<file path="src/hdl/efa_pkg.sv">
`default_nettype none

package efa_pkg;

    typedef enum logic [4:0] {
        OP_ADD   = 5'd0,
        OP_ADC   = 5'd1,
        OP_SUB   = 5'd2,
        OP_SBC   = 5'd3,
        OP_INC   = 5'd4,
        OP_DEC   = 5'd5,
        OP_AND   = 5'd6,
        OP_OR    = 5'd7,
        OP_XOR   = 5'd8,
        OP_BIT   = 5'd9,
        OP_RLC   = 5'd10,
        OP_RL    = 5'd11,
        OP_RRC   = 5'd12,
        OP_RR    = 5'd13,
        OP_CP    = 5'd14,
        OP_CPL   = 5'd15,
        OP_SWAP  = 5'd16,
        OP_ADD16 = 5'd17,
        OP_INC16 = 5'd18,
        OP_DEC16 = 5'd19
    } t_op;

    typedef struct packed {
        logic zero;
        logic subtract;
        logic half_carry;
        logic carry;
    } t_flags;

    typedef struct packed {
        logic [4:0]  req_type;
        logic [15:0] operand_a;
        logic [15:0] operand_b;
        logic [2:0]  bit_index;
    } t_req;

    typedef struct packed {
        logic [15:0] result_value;
        logic        zero_out;
        logic        subtract_out;
        logic        half_carry_out;
        logic        carry_out;
    } t_rsp;

    localparam t_flags FLAGS_CLEAR = '{zero: 1'b0, subtract: 1'b0,
                                       half_carry: 1'b0, carry: 1'b0};

endpackage

`default_nettype wire

</file>
<file path="src/hdl/efa_stream_if.sv">
`default_nettype none

interface efa_stream_if #(
    parameter type t_payload = logic
);
    logic     valid;
    logic     ready;
    t_payload payload;

    modport source (output valid, output payload, input ready);
    modport sink   (input valid, input payload, output ready);
endinterface

`default_nettype wire

</file>
<file path="src/hdl/eight_bit_alu_with_flags_core.sv">
// Channel   Modport  Payload          Request
// i_req     sink     efa_pkg::t_req   operation, operands, bit index
// o_rsp     source   efa_pkg::t_rsp   result value and flags
//
// One request per cycle unless the result stalls; results are offered from the result register.
// The flag register is written as each request moves from the input register to the
// result register, so the next request in the input register sees it at once.
// Synchronous active-low reset clears both valid bits and all flags.
// A stalled result holds the result register; the input register still fills behind it.
`default_nettype none

module eight_bit_alu_with_flags_core (
    input  wire           i_clk,
    input  wire           i_rst_n,
    efa_stream_if.sink    i_req,
    efa_stream_if.source  o_rsp
);

    logic           r_in_valid;
    efa_pkg::t_req  r_in;
    logic           r_out_valid;
    logic [15:0]    r_result;
    efa_pkg::t_flags r_flags;

    logic            advance;
    logic [15:0]     n_result;
    efa_pkg::t_flags n_flags;

    logic [7:0]  a;
    logic [7:0]  b;
    logic        cin_add;
    logic        cin_sub;
    logic [8:0]  sum9;
    logic [4:0]  hsum5;
    logic [8:0]  dif9;
    logic [4:0]  hdif5;
    logic [16:0] sum17;
    logic [12:0] hsum13;

    assign advance     = r_in_valid && (!r_out_valid || o_rsp.ready);
    assign i_req.ready = !r_in_valid || advance;

    assign a       = r_in.operand_a[7:0];
    assign b       = r_in.operand_b[7:0];
    assign cin_add = (r_in.req_type == efa_pkg::OP_ADC) && r_flags.carry;
    assign cin_sub = (r_in.req_type == efa_pkg::OP_SBC) && r_flags.carry;
    assign sum9  = {1'b0, a} + {1'b0, b} + {8'd0, cin_add};
    assign hsum5 = {1'b0, a[3:0]} + {1'b0, b[3:0]} + {4'd0, cin_add};
    assign dif9  = {1'b0, a} - {1'b0, b} - {8'd0, cin_sub};
    assign hdif5 = {1'b0, a[3:0]} - {1'b0, b[3:0]} - {4'd0, cin_sub};
    assign sum17  = {1'b0, r_in.operand_a} + {1'b0, r_in.operand_b};
    assign hsum13 = {1'b0, r_in.operand_a[11:0]} + {1'b0, r_in.operand_b[11:0]};

    always_comb begin
        n_result = r_in.operand_a;
        n_flags  = r_flags;
        case (r_in.req_type)
            efa_pkg::OP_ADD, efa_pkg::OP_ADC: begin
                n_result = {8'd0, sum9[7:0]};
                n_flags  = '{zero: (sum9[7:0] == 8'd0), subtract: 1'b0,
                             half_carry: hsum5[4], carry: sum9[8]};
            end
            efa_pkg::OP_SUB, efa_pkg::OP_SBC, efa_pkg::OP_CP: begin
                if (r_in.req_type != efa_pkg::OP_CP) begin
                    n_result = {8'd0, dif9[7:0]};
                end
                n_flags = '{zero: (dif9[7:0] == 8'd0), subtract: 1'b1,
                            half_carry: hdif5[4], carry: dif9[8]};
            end
            efa_pkg::OP_INC: begin
                n_result = {8'd0, a + 8'd1};
                n_flags  = '{zero: (a == 8'hFF), subtract: 1'b0,
                             half_carry: (a[3:0] == 4'hF), carry: r_flags.carry};
            end
            efa_pkg::OP_DEC: begin
                n_result = {8'd0, a - 8'd1};
                n_flags  = '{zero: (a == 8'h01), subtract: 1'b1,
                             half_carry: (a[3:0] == 4'h0), carry: r_flags.carry};
            end
            efa_pkg::OP_AND: begin
                n_result = {8'd0, a & b};
                n_flags  = '{zero: ((a & b) == 8'd0), subtract: 1'b0,
                             half_carry: 1'b1, carry: 1'b0};
            end
            efa_pkg::OP_OR: begin
                n_result = {8'd0, a | b};
                n_flags  = '{zero: ((a | b) == 8'd0), subtract: 1'b0,
                             half_carry: 1'b0, carry: 1'b0};
            end
            efa_pkg::OP_XOR: begin
                n_result = {8'd0, a ^ b};
                n_flags  = '{zero: ((a ^ b) == 8'd0), subtract: 1'b0,
                             half_carry: 1'b0, carry: 1'b0};
            end
            efa_pkg::OP_BIT: begin
                n_flags = '{zero: !a[r_in.bit_index], subtract: 1'b0,
                            half_carry: 1'b1, carry: r_flags.carry};
            end
            efa_pkg::OP_RLC: begin
                n_result = {8'd0, a[6:0], a[7]};
                n_flags  = '{zero: (a == 8'd0), subtract: 1'b0,
                             half_carry: 1'b0, carry: a[7]};
            end
            efa_pkg::OP_RL: begin
                n_result = {8'd0, a[6:0], r_flags.carry};
                n_flags  = '{zero: ({a[6:0], r_flags.carry} == 8'd0), subtract: 1'b0,
                             half_carry: 1'b0, carry: a[7]};
            end
            efa_pkg::OP_RRC: begin
                n_result = {8'd0, a[0], a[7:1]};
                n_flags  = '{zero: (a == 8'd0), subtract: 1'b0,
                             half_carry: 1'b0, carry: a[0]};
            end
            efa_pkg::OP_RR: begin
                n_result = {8'd0, r_flags.carry, a[7:1]};
                n_flags  = '{zero: ({r_flags.carry, a[7:1]} == 8'd0), subtract: 1'b0,
                             half_carry: 1'b0, carry: a[0]};
            end
            efa_pkg::OP_CPL: begin
                n_result = {8'd0, ~a};
                n_flags  = '{zero: r_flags.zero, subtract: 1'b1,
                             half_carry: 1'b1, carry: r_flags.carry};
            end
            efa_pkg::OP_SWAP: begin
                n_result = {8'd0, a[3:0], a[7:4]};
                n_flags  = '{zero: (a == 8'd0), subtract: 1'b0,
                             half_carry: 1'b0, carry: 1'b0};
            end
            efa_pkg::OP_ADD16: begin
                n_result = sum17[15:0];
                n_flags  = '{zero: r_flags.zero, subtract: 1'b0,
                             half_carry: hsum13[12], carry: sum17[16]};
            end
            efa_pkg::OP_INC16: begin
                n_result = r_in.operand_a + 16'd1;
            end
            efa_pkg::OP_DEC16: begin
                n_result = r_in.operand_a - 16'd1;
            end
            default: begin
                n_result = r_in.operand_a;
                n_flags  = r_flags;
            end
        endcase
    end

    always_ff @(posedge i_clk) begin
        if (!i_rst_n) begin
            r_in_valid  <= 1'b0;
            r_out_valid <= 1'b0;
            r_flags     <= efa_pkg::FLAGS_CLEAR;
        end else begin
            if (i_req.ready) begin
                r_in_valid <= i_req.valid;
            end
            if (advance) begin
                r_out_valid <= 1'b1;
                r_flags     <= n_flags;
            end else if (o_rsp.ready) begin
                r_out_valid <= 1'b0;
            end
        end
    end

    always_ff @(posedge i_clk) begin
        if (i_req.valid && i_req.ready) begin
            r_in <= i_req.payload;
        end
        if (advance) begin
            r_result <= n_result;
        end
    end

    assign o_rsp.valid   = r_out_valid;
    assign o_rsp.payload = '{result_value: r_result, zero_out: r_flags.zero,
                             subtract_out: r_flags.subtract,
                             half_carry_out: r_flags.half_carry,
                             carry_out: r_flags.carry};

`ifndef ASSERT_OFF
    a_result_after_advance: assert property (@(posedge i_clk) disable iff (!i_rst_n)
        advance |=> r_out_valid)
        else $error("result register empty after a request advanced");

    a_hold_on_stall: assert property (@(posedge i_clk) disable iff (!i_rst_n)
        (r_out_valid && !o_rsp.ready) |=> (r_out_valid && $stable(r_result)
            && $stable(r_flags)))
        else $error("stalled result changed");

    a_flags_kept_16: assert property (@(posedge i_clk) disable iff (!i_rst_n)
        (advance && (r_in.req_type == efa_pkg::OP_INC16
            || r_in.req_type == efa_pkg::OP_DEC16)) |=> $stable(r_flags))
        else $error("16-bit inc or dec changed the flags");

    a_no_overwrite: assert property (@(posedge i_clk) disable iff (!i_rst_n)
        (r_in_valid && !advance) |-> !i_req.ready)
        else $error("input register accepted while full");
`endif

endmodule

`default_nettype wire

</file>
<file path="src/flat_wrapper.sv">
// flat-port wrapper written by rule: the top's interface ports become plain ports
module eight_bit_alu_with_flags_core_flat 
  (i_clk, i_rst_n, i_req_valid, i_req_payload, i_req_ready, o_rsp_valid, o_rsp_payload, o_rsp_ready);
  efa_stream_if #(.t_payload(efa_pkg::t_req)) i_req_i ();
  efa_stream_if #(.t_payload(efa_pkg::t_rsp)) o_rsp_i ();
  input  wire i_clk;
  input  wire i_rst_n;
  input wire logic [$bits(i_req_i.valid)-1:0] i_req_valid;
  input wire logic [$bits(i_req_i.payload)-1:0] i_req_payload;
  output wire logic [$bits(i_req_i.ready)-1:0] i_req_ready;
  output wire logic [$bits(o_rsp_i.valid)-1:0] o_rsp_valid;
  output wire logic [$bits(o_rsp_i.payload)-1:0] o_rsp_payload;
  input wire logic [$bits(o_rsp_i.ready)-1:0] o_rsp_ready;
  assign i_req_i.valid = i_req_valid;
  assign i_req_i.payload = i_req_payload;
  assign i_req_ready = i_req_i.ready;
  assign o_rsp_valid = o_rsp_i.valid;
  assign o_rsp_payload = o_rsp_i.payload;
  assign o_rsp_i.ready = o_rsp_ready;
  eight_bit_alu_with_flags_core u_core (.i_clk(i_clk), .i_rst_n(i_rst_n), .i_req(i_req_i), .o_rsp(o_rsp_i));
endmodule
</file>
<file path="config.mk">
export PLATFORM = sky130hd
export DESIGN_NAME = eight_bit_alu_with_flags_core_flat
export DESIGN_NICKNAME = d
export VERILOG_FILES = /design/src/hdl/efa_pkg.sv /design/src/hdl/efa_stream_if.sv /design/src/hdl/eight_bit_alu_with_flags_core.sv /design/src/flat_wrapper.sv
export SDC_FILE = /design/constraint.sdc
export NUM_CORES = 1
export LEC_CHECK = 0
export ABC_CLOCK_PERIOD_IN_PS = 5100
export BUFFER_PORTS_ARGS = -buffer_cell sky130_fd_sc_hd__buf_4
export CORE_MARGIN = 2
export CORE_UTILIZATION = 46
export CTS_CLUSTER_DIAMETER = 30
export DETAILED_ROUTE_END_ITERATION = 10
export PLACE_DENSITY_LB_ADDON = 0.25
export SETUP_SLACK_MARGIN = 0.02
export SLEW_MARGIN = 20
export SYNTH_ARGS = -nofsm -noshare
export SYNTH_HDL_FRONTEND = slang
export SYNTH_SLANG_ARGS = --single-unit
</file>
<file path="constraint.sdc">
create_clock -name i_clk -period 5.1 [get_ports i_clk]
set_input_delay 0 -clock i_clk [delete_from_list [all_inputs] [get_ports i_clk]]
set_output_delay 0 -clock i_clk [all_outputs]
set_load 0.1 [all_outputs]
</file>
# --- Word-level counts from Yosys, hierarchy flattened ---
# Index checks and enable logic that the tools add are counted.
classes:
  addsub: 14
  n_mul: 0
  div_mod_pow: 0
  n_lt_le_gt_ge: 1
  eq_ne: 23
  n_shift: 0
  mux: 7
  n_bitwise: 9
  reduce_logical: 28
op_table:
  columns: ["op", "count"]
  rows:
  - ["$pmux W16 S16", 1]
  - ["$logic_not A8 Y1", 8]
  - ["$pmux W4 S15", 1]
  - ["$eq A5 B4 Y1 const B", 8]
  - ["$eq A5 B3 Y1 const B", 4]
  - ["$eq A5 B5 Y1 const B", 4]
  - ["$add A16 B16 Y17", 1]
  - ["$add A16 B1 Y16 const B", 1]
  - ["$mux W16", 1]
  - ["$sub A16 B1 Y16 const B", 1]
  - ["$reduce_bool A15 Y1", 1]
  - ["$add A12 B12 Y13", 1]
  - ["$reduce_bool A13 Y1", 1]
  - ["$reduce_bool A11 Y1", 1]
  - ["$eq A5 B2 Y1 const B", 2]
  - ["$add A8 B8 Y9", 1]
  - ["$add A9 B1 Y9", 1]
  - ["$sub A8 B8 Y9", 1]
  - ["$sub A9 B1 Y9", 1]
  - ["$add A8 B1 Y8 const B", 1]
  - ["$and A8 B8 Y8", 1]
  - ["$eq A8 B1 Y1 const B", 1]
  - ["$eq A8 B8 Y1 const B", 1]
  - ["$not A8 Y8", 1]
  - ["other kinds (25)", 37]
word_totals:
  reg_bits: 62
  latchBits: 0
  ram_bits: 0
  mem_bits_ro: 0
  input_bits: 44
  output_inout_bits: 22
  n_memories: 0

# --- Logic depth before layout (Yosys ltp) ---
# Gate-level depths: netlist of run 1.
depth:
  ltp_word: 5
  ltp_mapped: 16
  ltp_nobuf: 14

# --- Least setup slack after synthesis of run 1 ---
# OpenSTA, ideal clock, no wires.
synth_timing:
  kind: "reg2reg"
  start: "register u_core.r_flags (netlist bit u_core.o_rsp.payload[0])"
  end: "register u_core.r_flags (netlist bit u_core.o_rsp.payload[3])"
  setup_ps: 88
  t_arrival_ps: 3872
  t_required_ps: 5012
  path_slack_ps: 1141
  path_stages_with_launch: 14
  n_path_buf: 0
  path_cell_list: "dfxtp_1 > and3_1 > nand3_1 > fa_1 > inv_1 > ha_1 > nor2_1 > fa_1 > nand2b_4 > a2111oi_2 > o21bai_1 > a2111oi_2 > a211oi_1 > nor4b_2"
synth_via:
  elab_chain_len: 4
synth_rtl:
  columns: ["item", "line", "rtl"]
  rows:
  - ["start: declaration", "eight_bit_alu_with_flags_core.sv:23", "efa_pkg::t_flags r_flags;"]
  - ["start signal: assignment", "eight_bit_alu_with_flags_core.sv:151", "r_flags <= efa_pkg::FLAGS_CLEAR;"]
  - ["start signal: assignment", "eight_bit_alu_with_flags_core.sv:158", "r_flags <= n_flags;"]
  - ["$logic_and A1 B1 Y1 (on tied branches)", "eight_bit_alu_with_flags_core.sv:46, eight_bit_alu_with_flags_core.sv:45", null]
  - ["$sub A9 B1 Y9 or $add A9 B1 Y9 (tied branches)", "eight_bit_alu_with_flags_core.sv:49, eight_bit_alu_with_flags_core.sv:47", null]
  - ["$logic_not A8 Y1 (on tied branches)", "eight_bit_alu_with_flags_core.sv:67, eight_bit_alu_with_flags_core.sv:60", null]
  - ["$pmux W4 S15 *", "eight_bit_alu_with_flags_core.sv:57", "case (r_in.req_type)"]
# Mark *: on every way between the ends. The rest lies on a longest branch, timed or not.
# A chain may end at the register's enable or synchronous reset.

# --- Worst setup path in the final report of run 1 ---
layout_timing:
  start: "register u_core.r_in[37] (netlist bit)"
  end: "register u_core.r_flags (netlist bit u_core.o_rsp.payload[0])"
layout_via:
  elab_chain_len: 4
layout_rtl:
  columns: ["item", "line", "rtl"]
  rows:
  - ["start: declaration", "eight_bit_alu_with_flags_core.sv:20", "efa_pkg::t_req r_in;"]
  - ["start signal: assignment", "eight_bit_alu_with_flags_core.sv:167", "r_in <= i_req.payload;"]
  - ["$eq A5 B2 Y1, or another cell as far along", "eight_bit_alu_with_flags_core.sv:46, eight_bit_alu_with_flags_core.sv:57", null]
  - ["$logic_and A1 B1 Y1, or another cell as far along", "eight_bit_alu_with_flags_core.sv:46", "assign cin_sub = (r_in.req_type == efa_pkg::OP_SBC) && r_flags.carry;"]
  - ["$sub A9 B1 Y9, or another cell as far along", "eight_bit_alu_with_flags_core.sv:49", "assign dif9 = {1'b0, a} - {1'b0, b} - {8'd0, cin_sub};"]
  - ["$pmux W4 S15 or $reduce_and A6 Y1 (tied branches)", null, null]
# Several ways; a longest one is shown, not always the timed one.

==> reports/results.tsv, run 1 <==
metric	value	unit
outcome	completed	
met1Wirelength	9860	microns
detail_route.vias_per_cell	6.56	
tns	0	ps
dp_hpwl	16400	microns
min_path_type	in -> reg	
powerDensity	241	nW/um^2
finalCritPeriodShare	0.811	
diodes	0	
clk-insertion-delay-late	350	ps
numCtsBuffers	9	
peakVddDrop	195	uV
clock_path_buffers	2	
critPathCaptureType	flop	
holdPathEnd	u_core.o_rsp.payload[2]$_SDFFE_PN0P_	
rows	42	
leakagePower	2.90	nW
start_util	0.467	
syn_area_per_cell	8.95	sq um
synth_seq_cells	62	
clock-root-buffer	clkbuf_16	
yosysSeqAreaShare	0.294	
gp_congestion	1.03	
area_growth	22.2	%
grt-ovfl-total	0	
hold_viol_final	0	
grt_pass1_vias	5982	
tightest_slew	1220	ps
h-tree-depth	3	
power	0.00181	W
wl	22800	microns
io_pins	66	
ys_top_cells_by_area	edfxtp_1 (27%), ha_1 (11%), a21oi_1 (3.6%), nor2_1 (3.0%), xnor2_1 (3.0%)	
dieArea	14300	sq um
clkTransAtPathRegs	50	ps
finClkSkew	7.32	ps
timing.reg2reg.setup_slack	960	ps
port_buffers	65	
synth_edf_count	56	
postCtsSetupRepairBufs	0	
layout_min_cycle_time	4140	ps
nNetsFinal	887	
reg2reg_depth	13	
crit_path_max_incr_delay	620	ps
setup_violations	0	
syn-num-nets	790	
antenna_found_initial	0	
maxSlewViolCount	0	
ant_nets	0	
synth_top_area_frac	0.274	
cp_data_arrival_time	4350	ps
slew_headroom	0.175	
fillerInstances	1203	
synth_flop_cell	edfxtp_1	
drt_iter0_drc	834	
tritoncts	built	
critPathKind	reg -> reg	
synth_top_area_cell	edfxtp_1	
crit_slowest_cell	edfxtp_1	
yosys_warnings	0	
holdPathStages	6	
hold_buffers	44	
required	5310	ps
cts_sinks	62	
grt_setup_unrepaired	false	
met3WireLength	2470	microns
drt-wirelength-per-cell	23.6	microns
coreArea	13100	sq um
grt_pass1_wl	35200	microns
hp-start	o_rsp_ready	
r2r_start	u_core.r_in[37]$_DFFE_PP_	
synth_cell_type_count	85	
syn_area	6130	sq um
die_w	119	microns
drv_cap	0	
worstPathCellList	nor2_1 > nand3_1 > fa_1 > inv_1 > ha_1 > nor2_1 > fa_1 > nand2b_4 > a2111oi_2 > o31ai_1 > xnor2_1 > a211oi_1 > a21oi_1	
dr_total_vias	6320	
rr_endpoint	u_core.o_rsp.payload[0]$_SDFFE_PN0P_	
fmax	242	MHz
synth_cells	685	
drt_first_pass_iters	6	
die_y	119	microns
highest_layer	met4	
layout_common_cells	buf_4 (82), edfxtp_1 (56), ha_1 (55), nor2_1 (49)	
grt_start_max_net_pins	43	
drc	0	
async_flop_share	0	
grtUsageTotal	0.325	
cts_resized	0	
route.met2.wl	9690	microns
final_common_cell	buf_4	
path_max_fanout	18	
drive_gt1_frac	0.150	
start_kind	flop	
==> area by class of cell <==
| class | instances | area (sq um) | share of cell area |
|---|---|---|---|
| well taps | 176 | 220 | 0.0294 |
| clock buffers | 10 | 229 | 0.0305 |
| repair buffers | 126 | 1060 | 0.141 |
| clock inverters | 6 | 38.8 | 0.00517 |
| flip-flops and latches | 62 | 1800 | 0.240 |
| multi-input cells | 552 | 4040 | 0.538 |
| inverters | 31 | 116 | 0.0155 |
==> critical path, delay by kind of cell (launching register included) <==
family	cells	cell delay, ps
buffers and inverters	1	50
adders and majority gates	3	1040
xor gates and xnor gates	1	150
AOI/OAI and AO/OA	4	1230
DFF	1	620
and+or+nand+nor	4	900
==> cells by family (layout without fill, tap and decap cells) <==
family	after synthesis	in the layout	synth area share
AND/OR/NAND/NOR	225	225	0.201
AO/OA/AOI/OAI	224	224	0.259
buffers and inverters	71	173	0.0486
flip-flops	62	62	0.294
adder cells (fa/ha/maj)	61	61	0.132
XOR/XNOR	35	35	0.0500
multiplexers	7	7	0.0157
==> power by group <==
group | switching (W) | internal, W
clock network | 0.000245 | 0.000327
registers | 0.0000232 | 0.000592
logic | 0.000399 | 0.000225
total | 0.000667 | 0.00114
==> synthesized netlist by cell type, types with 9 or more instances <==
cell type  number
a211oi_1       14
a21o_1          9
a21oi_1        44
a221oi_1       10
a31oi_1        11
and3_1          9
buf_2          10
clkbuf_1       24
edfxtp_1       56
ha_1           55
inv_1          29
nand2_1        44
nand2b_1       11
nand3_1        16
nand3b_1        9
nand4_1        13
nor2_1         49
nor3_1         14
o21a_1          9
o21ai_0        33
o221ai_1        9
o22ai_1         9
xnor2_1        21
xor2_1         14
==> routing by layer <==
metal  GRT usage  vias to the layer above
li1            -                     2862
met1       0.475                     3013
met2       0.467                      395
met3      0.0608                       50
met4       0.139                        0
met5           0                        -
==> worst max-delay path by stage <==
stage                                                     from  slack, ps                                   end
after floorplan           u_core.o_rsp.payload[0]$_SDFFE_PN0P_       1140  u_core.o_rsp.payload[3]$_SDFFE_PN0P_
after global placement               u_core.r_in[37]$_DFFE_PP_       1170  u_core.o_rsp.payload[3]$_SDFFE_PN0P_
after detailed placement             u_core.r_in[37]$_DFFE_PP_       1100  u_core.o_rsp.payload[3]$_SDFFE_PN0P_
after CTS                            u_core.r_in[37]$_DFFE_PP_       1040  u_core.o_rsp.payload[3]$_SDFFE_PN0P_
after global routing                 u_core.r_in[37]$_DFFE_PP_        600  u_core.o_rsp.payload[0]$_SDFFE_PN0P_
final                                u_core.r_in[37]$_DFFE_PP_        960  u_core.o_rsp.payload[0]$_SDFFE_PN0P_
==> state kept, by name, summed over array words and instances, names as in the netlist <==
register	count
u_core.r_in_valid	1
u_core.b	8
u_core.o_rsp.payload	4
u_core.a	8
u_core.r_in	24
u_core.r_result	16
u_core.o_rsp.valid	1
==> stage by stage <==
step / hold slack [ps] / area, sq um / utilization / instances / setup slack (ps)
final: 347 / 7500 / 0.571 / 963 / 962
after global routing: 381 / 7500 / 0.571 / 963 / 596
after CTS: 337 / 7500 / 0.571 / 963 / 1040
after detailed placement: 179 / 6790 / 0.517 / 903 / 1100
after global placement: 178 / 6790 / 0.517 / 903 / 1170
after floorplan: 98.9 / 6130 / - / 685 / 1140
No activity file was read; power rests on OpenSTA's default activity.
==> run 2, diff against run 1 <==
ABC_CLOCK_PERIOD_IN_PS = 3700   (was 5100)
clock period = 3.7 ns   (was 5.1 ns; I/O delays follow)
==> run 2 against run 1 <==
Net effect:
- clock-buffer cell count up 1
- highest routed layer unchanged
- setup slack worse by 740 ps
- sequential share of layout area down 1.0 points
- die area unchanged
- total power up 51%
==> reports/results.tsv, run 2 (synthesis results as in run 1) <==
metric	value	unit
outcome	completed	
grt_start_max_net_pins	41	
drt_first_pass_iters	8	
dieArea	14300	sq um
hold_viol_final	0	
powerDensity	349	nW/um^2
die_y	119	microns
rows	42	
place_ws	4.27	ps
stdcell_area	7830	sq um
die_w	119	microns
clock-root-buffer	clkbuf_16	
critPathCaptureType	flop	
cp_data_arrival_time	3730	ps
drv_cap	0	
drt_iter0_drc	770	
holdPathEnd	u_core.r_result[3]$_DFFE_PP_	
tightest_slew	1030	ps
clock_path_buffers	2	
grt-ovfl-total	0	
coreArea	13100	sq um
peakVddDrop	236	uV
detail_route.vias_per_cell	6.52	
grt_setup_unrepaired	false	
regMostFlops	u_core.r_in	
tritoncts	built	
dp_hpwl	16800	microns
gp_congestion	1.04	
cts_sinks	62	
dr_total_vias	6445	
finalCritPeriodShare	0.939	
layout_common_cells	buf_4 (107), edfxtp_1 (56), ha_1 (54), nor2_1 (46)	
tns	0	ps
drc	0	
path_max_fanout	3	
reg.largest.list	u_core.r_in (24), u_core.r_result (16)	
place_inst	926	
instances_no_fill	989	
reg2reg_depth	14	
r2r_start	u_core.r_in[39]$_DFFE_PP_	
antenna_found_initial	1	
wl	23300	microns
required	3960	ps
largest_reg_flops	24	
layout_min_cycle_time	3470	ps
numCtsBuffers	9	
holdPathStages	4	
drt-wirelength-per-cell	23.5	microns
final_common_cell	buf_4	
setup.worst_path.start	u_core.r_in[39]$_DFFE_PP_	
grt_pass1_vias	6160	
rr_endpoint	u_core.o_rsp.payload[3]$_SDFFE_PN0P_	
grt_pass1_wl	35500	microns
port_buffers	65	
io_pins	66	
leakagePower	3.06	nW
fmax	288	MHz
area_growth	27.6	%
placed_cell_area	6970	sq um
clkTransAtPathRegs	60	ps
min_path_type	in -> reg	
timing.reg2reg.setup_slack	230	ps
setup_violations	0	
ant_nets	0	
grtUsageTotal	0.328	
start_kind	flop	
h-tree-depth	3	
slew_headroom	0.314	
start_util	0.467	
hp-start	o_rsp_ready	
setup_slack	227	ps
drive_gt1_frac	0.186	
critPathKind	reg -> reg	
finClkSkew	12.0	ps
final_util	0.596	
clk-insertion-delay-late	350	ps
maxSlewViolCount	0	
nNetsFinal	912	
[run 2: changes by cell type in the layout (fill, tap and decap cells not counted), moves of 2 or more]
cell | before | now
buf_4 | 82 | 107
bufinv_16 | 0 | 3
clkinv_2 | 3 | 0
nor2_1 | 49 | 46
a2111oi_2 | 3 | 1
a2111oi_4 | 0 | 2
clkinv_1 | 0 | 2
clkinvlp_4 | 2 | 0
nor2_2 | 1 | 3
[run 2: worst max-delay path: stages (launching register included)]
cell	delay, ps
edfxtp_1	400
inv_2	70
and3_4	190
nand3_4	100
fa_1	550
inv_1	50
ha_2	170
nor2_2	160
fa_2	260
nand2b_4	70
a2111oi_4	410
o21bai_1	210
a2111oi_4	340
a211oi_2	120
nor4b_2	260
[run 2: how the worst max path moves through the flow]
stage | slack, ps | depth (start not counted) | to
2_1_floorplan | -100 | 16 | u_core.o_rsp.payload[3]$_SDFFE_PN0P_
3_5_place_dp | 4 | 14 | u_core.o_rsp.payload[3]$_SDFFE_PN0P_
6_report | 230 | 14 | u_core.o_rsp.payload[3]$_SDFFE_PN0P_
5_1_grt | 5 | 14 | u_core.o_rsp.payload[3]$_SDFFE_PN0P_
4_1_cts | 50 | 14 | u_core.o_rsp.payload[3]$_SDFFE_PN0P_
3_3_place_gp | 110 | 15 | u_core.o_rsp.payload[3]$_SDFFE_PN0P_
[run 2: metrics by stage]
stage / total power (W) / hold WS [ps]
2_1_floorplan: 0.00142 / 98.9
3_3_place_gp: 0.00167 / 178
3_5_place_dp: 0.00168 / 179
4_1_cts: 0.00269 / 307
5_1_grt: 0.00282 / 359
6_report: 0.00273 / 299
[run 2: final cells by class]
cell class | instances | area, sq um
diodes | 1 | 2.50
clock buffers | 11 | 233
clock inverters | 5 | 97.6
fillers | 1159 | 5310
inverters | 31 | 116
multi-input cells | 552 | 4110
flip-flops and latches | 62 | 1800
well taps | 176 | 220
repair buffers | 151 | 1240
[run 2: metal layers]
metal	GRT usage	share of wire
met2	0.521	0.45
met3	0.0718	0.098
met4	0.121	0.029
met1	0.439	0.42
met5	0	0
[run 2: repair_timing]
action                                 CTS  global route
setup endpoints to repair                1             8
hold buffers                            44             0
setup buffers                            0             3
endpoints found under the hold margin   46             0
resized for setup                        2            13
pin swaps                                0             7
[run 2: where the power goes]
part	leakage, nW	total [W]	internal [W]	switching [W]
Combinational	2.31	0.000910	0.000340	0.000570
Clock	0.159	0.000976	0.000653	0.000323
Sequential	0.591	0.000842	0.000816	0.0000261
Total	3.06	0.00273	0.00181	0.000919
==> run 3, diff against run 2 <==
ABC_AREA = 1   (was not set)
==> run 3 against run 2 <==
Net effect:
- largest power group unchanged
- maximum frequency increased by 7.9%
- synthesized area decreased by 0.65%
- first-iteration DRC count increased by 0.52%
- clock skew decreased by 6.4 ps
- clock power decreased by 7.6%
- setup slack improved by 250 ps
- cell count increased by 16%
- sequential cell count unchanged
- global-route usage decreased by 2.8 points
- wire length decreased by 11%
- sequential power increased by 2%
==> reports/results.tsv, run 3 <==
metric	value	unit
place_inst	1087	
syn_area_per_cell	7.23	sq um
synth_flop_cell	edfxtp_1	
path_buf_inv	1	
p_sw	0.000901	W
drt_iter0_drc	774	
leakagePower	3.59	nW
final_common_cell	nand2_1	
reg2reg_depth	11	
dr_total_vias	6500	
grt_pass1_wl	32400	microns
regMostFlops	u_core.r_in	
clock-root-buffer	clkbuf_16	
fmax	311	MHz
tightest_slew	706	ps
swShare	0.349	
reg.largest.list	u_core.r_in (24), u_core.r_result (16)	
instances_no_fill	1148	
setup_violations	0	
clock_path_buffers	2	
critPathKind	reg -> reg	
worstPathCellList	nand2_2 > nor2_2 > nand3_1 > fa_1 > inv_1 > ha_1 > nor2_1 > fa_1 > o221ai_1 > nor4_1 > nand3_1	
worstSetupPathDepth	11	
r2r_start	u_core.r_in[35]$_DFFE_PP_	
layout_common_cells	nand2_1 (192), nand3_1 (91), inv_1 (90), buf_4 (80), nor2_1 (78)	
tritoncts	built	
area_growth	25.0	%
rr_endpoint	u_core.r_result[1]$_DFFE_PP_	
die_w	119	microns
h-tree-depth	3	
timing.reg2reg.setup_slack	480	ps
largest_reg_flops	24	
grt_pass1_vias	5954	
comb_power_share	0.318	
yosysSeqAreaShare	0.296	
dp_hpwl	15700	microns
powerDensity	339	nW/um^2
grt_start_max_net_pins	41	
min_path_type	in -> reg	
gp_congestion	1.06	
synth_cells	843	
dieArea	14200	sq um
slew_headroom	0.529	
outcome	completed	
nNetsFinal	1072	
synth_most_common_cell	nand2_1	
synth_cell_type_count	47	
coreArea	13100	sq um
power_frac_clock	0.349	
seq_power_share	0.333	
start_kind	flop	
syn_area	6090	sq um
maxSlewViolCount	0	
synth_seq_cells	62	
detail_route.vias_per_cell	5.66	
rows	42	
layout_min_cycle_time	3220	ps
regArea	1800	sq um
holdPathEnd	u_core.r_in[36]$_DFFE_PP_	
antenna_found_initial	0	
hold_viol_final	0	
io_pins	66	
required	3760	ps
port_buffers	65	
power	0.00258	W
grtUsageTotal	0.300	
tns	0	ps
async_flop_share	0	
drv_cap	0	
crit_slowest_cell	edfxtp_1	
holdPathStages	2	
numCtsBuffers	9	
die_y	119	microns
cp_data_arrival_time	3280	ps
multi_input_area	3830	sq um
wl	20600	microns
drc	0	
clk-insertion-delay-late	350	ps
ant_nets	0	
drt-wirelength-per-cell	18.0	microns
yosys_warnings	0	
fillerInstances	1208	
synth_edf_count	56	
clkTransAtPathRegs	60	ps
crit_path_max_incr_delay	560	ps
cts_sinks	62	
synth_common_cells	nand2_1 (192), nand3_1 (91), inv_1 (90), nor2_1 (78), a21oi_1 (60)	
drt_first_pass_iters	8	
ys_top_cells_by_area	edfxtp_1 (28%), nand2_1 (12%), ha_1 (11%), nand3_1 (7.5%), inv_1 (5.5%)	
synth_top_area_cell	edfxtp_1	
peakVddDrop	222	uV
hp-start	i_req_payload[36]	
finClkSkew	5.60	ps
syn-num-nets	948	
synth_top_area_frac	0.276	
start_util	0.466	
path_max_fanout	8	
cts_resized	0	
intPower	0.00168	W
finalCritPeriodShare	0.870	
crit_family	adder cells	
critPathCaptureType	flop	
grt_setup_unrepaired	false	
diodes	0	
drive_gt1_frac	0.148	
grt-ovfl-total	0	
[run 3: area by class of cell]
cell class / instances / area share
multi-input combinational: 664 / 0.503
sequential: 62 / 0.237
timing repair buffer: 125 / 0.138
inverter: 105 / 0.0517
clock buffer: 10 / 0.0301
tap: 176 / 0.0289
clock inverter: 6 / 0.0113
[run 3: worst register-to-register path, delay by kind of cell (launching register included)]
kind / cells / cell delay [ps]
compound gates: 1 / 140
fa+ha+maj: 3 / 1160
buf+inv: 1 / 80
flops: 1 / 560
simple gates: 6 / 1000
[run 3: worst max-delay path by stage]
stage | from | to | slack [ps]
2_1_floorplan | u_core.r_in[38]$_DFFE_PP_ | u_core.r_result[10]$_DFFE_PP_ | 280
3_3_place_gp | u_core.r_in[35]$_DFFE_PP_ | u_core.r_result[4]$_DFFE_PP_ | 670
3_5_place_dp | u_core.r_in[35]$_DFFE_PP_ | u_core.r_result[4]$_DFFE_PP_ | 560
4_1_cts | u_core.r_in[35]$_DFFE_PP_ | u_core.r_result[4]$_DFFE_PP_ | 540
5_1_grt | u_core.r_in[35]$_DFFE_PP_ | u_core.r_result[4]$_DFFE_PP_ | 230
6_report | u_core.r_in[35]$_DFFE_PP_ | u_core.r_result[1]$_DFFE_PP_ | 480
[run 3: stage by stage]
step,hold slack [ps],cell area [sq um],setup slack [ps],utilization
CTS,357,7620,537,0.582
floorplan,98.9,6090,283,-
global placement,178,6850,674,0.524
global route,362,7620,231,0.582
detailed placement,179,6850,558,0.524
finish,368,7620,480,0.582
[run 3: power groups by stage]
stage / clock network, W / logic [W] / registers (W)
2_1_floorplan: 0 / 0.000436 / 0.000969
4_1_cts: 0.000920 / 0.000802 / 0.000857
5_1_grt: 0.000952 / 0.000893 / 0.000862
3_5_place_dp: 0 / 0.000761 / 0.000871
6_report: 0.000902 / 0.000820 / 0.000858
3_3_place_gp: 0 / 0.000760 / 0.000869
[run 3: kinds of logic after synthesis]
group                    Yosys count  share of synthesized area
buffers and inverters            117                     0.0758
AO/OA/AOI/OAI                    156                      0.147
AND/OR/NAND/NOR                  437                      0.334
adder cells (fa/ha/maj)           61                      0.133
flip-flops                        62                      0.296
XOR/XNOR                          10                     0.0144
[run 3: timing repair]
action,4_1_cts,5_1_grt
buffers inserted,0,0
hold buffers,45,0
hold endpoints to repair,46,0
[run 3: routing by layer]
layer | vias up | wire, microns | global-route usage
met3 | 76 | 2580 | 0.0891
li1 | 3156 | - | -
met2 | 408 | 8680 | 0.436
met1 | 2860 | 8520 | 0.411
met4 | 0 | 843 | 0.137
met5 | - | 0 | 0
